--- src/hw/rtl/rsc_pkg.sv ---
// Shared constants and types for the range sum counter.
`timescale 1ns / 1ps

package rsc_pkg;

  localparam int MAX_ITEMS = 1024;
  localparam int ADDR_W    = $clog2(MAX_ITEMS);
  localparam int FILL_W    = $clog2(MAX_ITEMS + 1);
  localparam int VALUE_W   = 32;
  localparam int PREFIX_W  = VALUE_W + FILL_W - 1;
  localparam int DIFF_W    = PREFIX_W + 1;
  localparam int TOTAL_W   = 20;
  localparam int CFG_IDX_W = 8;

  localparam logic [TOTAL_W-1:0]   TOTAL_MAX = {TOTAL_W{1'b1}};
  localparam logic [CFG_IDX_W-1:0] REG_LOWER = CFG_IDX_W'(0);
  localparam logic [CFG_IDX_W-1:0] REG_UPPER = CFG_IDX_W'(1);

  typedef struct packed {
    logic                       en;
    logic [ADDR_W-1:0]          addr;
    logic signed [PREFIX_W-1:0] data;
  } rsc_wr_t;

endpackage

--- src/hw/rtl/rsc_range_check.sv ---
// Shared difference and limit compare unit.
`timescale 1ns / 1ps

module rsc_range_check
  import rsc_pkg::*;
(
  input  logic signed [PREFIX_W-1:0] prefix,
  input  logic signed [PREFIX_W-1:0] operand,
  input  logic signed [VALUE_W-1:0]  lower,
  input  logic signed [VALUE_W-1:0]  upper,
  output logic                       hit
);

  logic signed [DIFF_W-1:0] diff;
  logic signed [DIFF_W-1:0] lower_ext;
  logic signed [DIFF_W-1:0] upper_ext;

  // The difference of two prefix sums needs one extra bit.
  assign diff      = DIFF_W'(prefix) - DIFF_W'(operand);
  assign lower_ext = DIFF_W'(lower);
  assign upper_ext = DIFF_W'(upper);
  assign hit       = (diff >= lower_ext) && (diff <= upper_ext);

endmodule

--- config.mk ---
export PLATFORM = sky130hd
export DESIGN_NAME = rsc_range_check
export DESIGN_NICKNAME = d
export VERILOG_FILES = /design/src/hw/rtl/rsc_pkg.sv /design/src/hw/rtl/rsc_range_check.sv
export SDC_FILE = /design/constraint.sdc
export NUM_CORES = 1
export LEC_CHECK = 0
export BUFFER_PORTS_ARGS = -buffer_cell sky130_fd_sc_hd__buf_2
export CAP_MARGIN = 25
export CORE_ASPECT_RATIO = 0.8
export CORE_MARGIN = 3
export CORE_UTILIZATION = 32
export DETAILED_ROUTE_END_ITERATION = 7
export PLACE_DENSITY = 0.57
export SLEW_MARGIN = 30
export SYNTH_ARGS = -nofsm -noshare
export SYNTH_HDL_FRONTEND = slang
export SYNTH_SLANG_ARGS = --single-unit
export TNS_END_PERCENT = 100
--- constraint.sdc ---
create_clock -name vclk -period 5.1
set_input_delay 0.255 -clock vclk [all_inputs]
set_output_delay 0.255 -clock vclk [all_outputs]
set_load 0.005 [all_outputs]
==> results.md <==
* Largest family of logic cells by synthesized area: adder cells
* Vias in the first global route at 4,605
* Final Slew Violations at 0
* Fin. Hold Viols at 0
* Overall power at 0.826 mW
* Share of the synthesized area in the top cell type at 35.5%
* Largest net degree at the start of global routing at 13
* Clock buffer cells at 0
* Status: complete, no violations
* Max_slew headroom at 70.1%
* Post-Route WL at 13,200 um
* IO Pins at 149
* Post-Synth XOR/XNOR Area at 7.38%
* Setup TNS at 0 ns
* First-pass DRT Iterations at 4
* Simple-gate share of the synthesized area at 15.8%
* Port Buffers at 149
* Cell taking the most area after synthesis: ha_1
* Fin nets at 1,068
* Met2 GRT Util at 26.7%
* Leak at 3.27 nW
* Area after DPL at 5490 um^2
* Pwr dens at 149 nW/um^2
* Placed cells at 967
* Syn nets at 917
* Multiplexer share of the synthesized area at 0%
* Seq cells at 0
* Top-count cell post-synth: ha_1
* CP Cell Sequence: buf_6, inv_4, ha_4, inv_2, fa_2, a21o_1, a221o_1, a211oi_2, a211oi_2, o41ai_4, o22ai_2, o41ai_2, xnor2_1, ha_1, a21o_1, a21o_1, a21oi_2, o21ai_2, nor4bb_1, o21ai_1, a21oi_2, a2bb2oi_2, buf_2
* CP Depth at 23
* Adder-Cell Fraction of Synth Area at 36.0%
* Die area at 15,600 um^2
* Starting Density at 33.0%
* Yosys cell types at 50
* Mapped Cells at 640
* Most common library cells after synthesis: ha_1 (128), inv_1 (123), a21oi_1 (63)
* Grt met1 use at 24.8%
* Remaining routing DRC violations at 0
* Vias/cell at 4.93
* Minimum clock period after layout at 5.06 ns
* First-pass GRT wire length at 21,700 um
* Final ANT Viol Nets at 0
* Final Instance Area at 5560 um^2
* Hold_ws at 1.31 ns
* Hold Crit Class: in2out
* Placeable core region at 13,600 um^2
* Top cells by area, synth: ha_1 (36%), inv_1 (10%), a21o_1 (8.2%)
* Critical Path Source Type: input pin
* Post-DP HPWL at 12,000 um
* Post-Syn Area per Cell at 7.04 um^2
* Maxcap violations at 0
* Layout cell share with drive strength beyond 1 at 22.3%
* GR Util met3 at 0.724%
* Worst-Margin Slew at 0.446 ns
* Synth Cell Area at 4510 um^2
* RSZ-0062 raised after global routing: true
* Post-synthesis sequential area ratio at 0%
* Initial antenna violation count at 0
* Crit path max fanout at 3
* Worst path max stage delay at 0.46 ns
* Rows at 38
* Critical Path End Type: output pin
* Die outline height at 112 um
* Placer congestion estimate at 0.877
* Complex-gate fraction of the synthesized area at 29.9%
* DR iter-0 viols at 251
* Finished Core Util at 40.7%
* Total GRT Usage at 16.2%
* Fin cells at 969
* Worst EP required at 4.85 ns
* Critical path type: in2out
* CP Buf/Inv Count at 4
* Max IR drop VDD at 0.0486 mV
* Worst path most repeated cell: a21o_1
* Count of final setup violators at 0
* Filler cells at 1,449
* CP endpoint: hit
* Place WS at 0.00835 ns
* GR peak layer: met2
* PnR worst setup slack at 0.0377 ns
* YS warnings at 0
* Total congestion overflow at 0
* CP max-delay cell: o41ai_4
* Die width at 139 um
* Routed via count at 4,777
* Final Cycle Share at 99.3%
* Critical Path Start: prefix[0]
* Crit path DAT at 4.81 ns
* Avg WL per Cell at 13.6 um
* Antenna cells at 0
* Area occupied by multi-input gates at 4050 um^2
* Fmax achieved at 198 MHz
* Area grow syn2layout at 23.3%
* Hold_buf cts at 0
* Reg area at 0 um^2
* Crit path max-delay family: compound AO/OA/AOI/OAI gates
power by group:
| part | internal, mW | switching, mW |
|---|---|---|
| clock | 0 | 0 |
| sequential | 0 | 0 |
| combinational | 0.379 | 0.446 |
cell type report:
class | count | share of cell area [%]
inverters | 123 | 8.36
repair buffers | 157 | 14.6
well taps | 180 | 4.05
multi-input cells | 509 | 73.0
cells by family (layout without fill, tap and decap cells):
logic type                 Yosys count  count (layout)
adders and majority gates          129             129
xor gates and xnor gates            38              38
buffers and inverters              131             280
AOI/OAI and AO/OA                  204             204
and+or+nand+nor                    138             138
cell usage in the layout, fill, tap and decap left out, drive strengths merged, types with 2 or more instances in the layout:
cell,synthesis,routed
or2,3,3
nand2b,5,5
a32o,2,2
ha,128,128
and3,6,6
o31a,2,2
o21bai,2,2
a21boi,4,4
a31o,2,2
o21a,7,7
nand2,26,26
buf,0,157
o41ai,3,3
a41oi,2,2
xor2,12,12
o31ai,2,2
o221ai,2,2
nor2b,11,11
o211ai,3,3
o2111ai,6,6
a211oi,5,5
inv,123,123
nand3,12,12
nor4,2,2
nand4,25,25
a221oi,3,3
xnor2,26,26
and2,3,3
nor3,10,10
o21ai,36,36
a21o,49,49
nor2,29,29
a21oi,63,63
a31oi,8,8
what timing repair did:
item,CTS,global route
buffers inserted,0,2
hold endpoints to repair,0,0
setup endpoints to repair,0,1
gates resized for setup,0,14
per-layer routing:
| metal | routed length [um] | vias to the layer above |
|---|---|---|
| met5 | 0 | - |
| met4 | 35 | 0 |
| met3 | 451 | 2 |
| met2 | 5790 | 82 |
| met1 | 6890 | 2097 |
| li1 | - | 2596 |
how the worst min path moves through the flow:
stage / start / end / slack, ns / cells past startpoint
after detailed placement: upper[18] / hit / 1.32 / 8
after global routing: upper[18] / hit / 1.37 / 8
final: upper[18] / hit / 1.31 / 8
after CTS: upper[18] / hit / 1.32 / 8
after floorplan: lower[27] / hit / 0.97 / 6
after global placement: upper[18] / hit / 1.32 / 8
(Power assumes the default switching activity.)
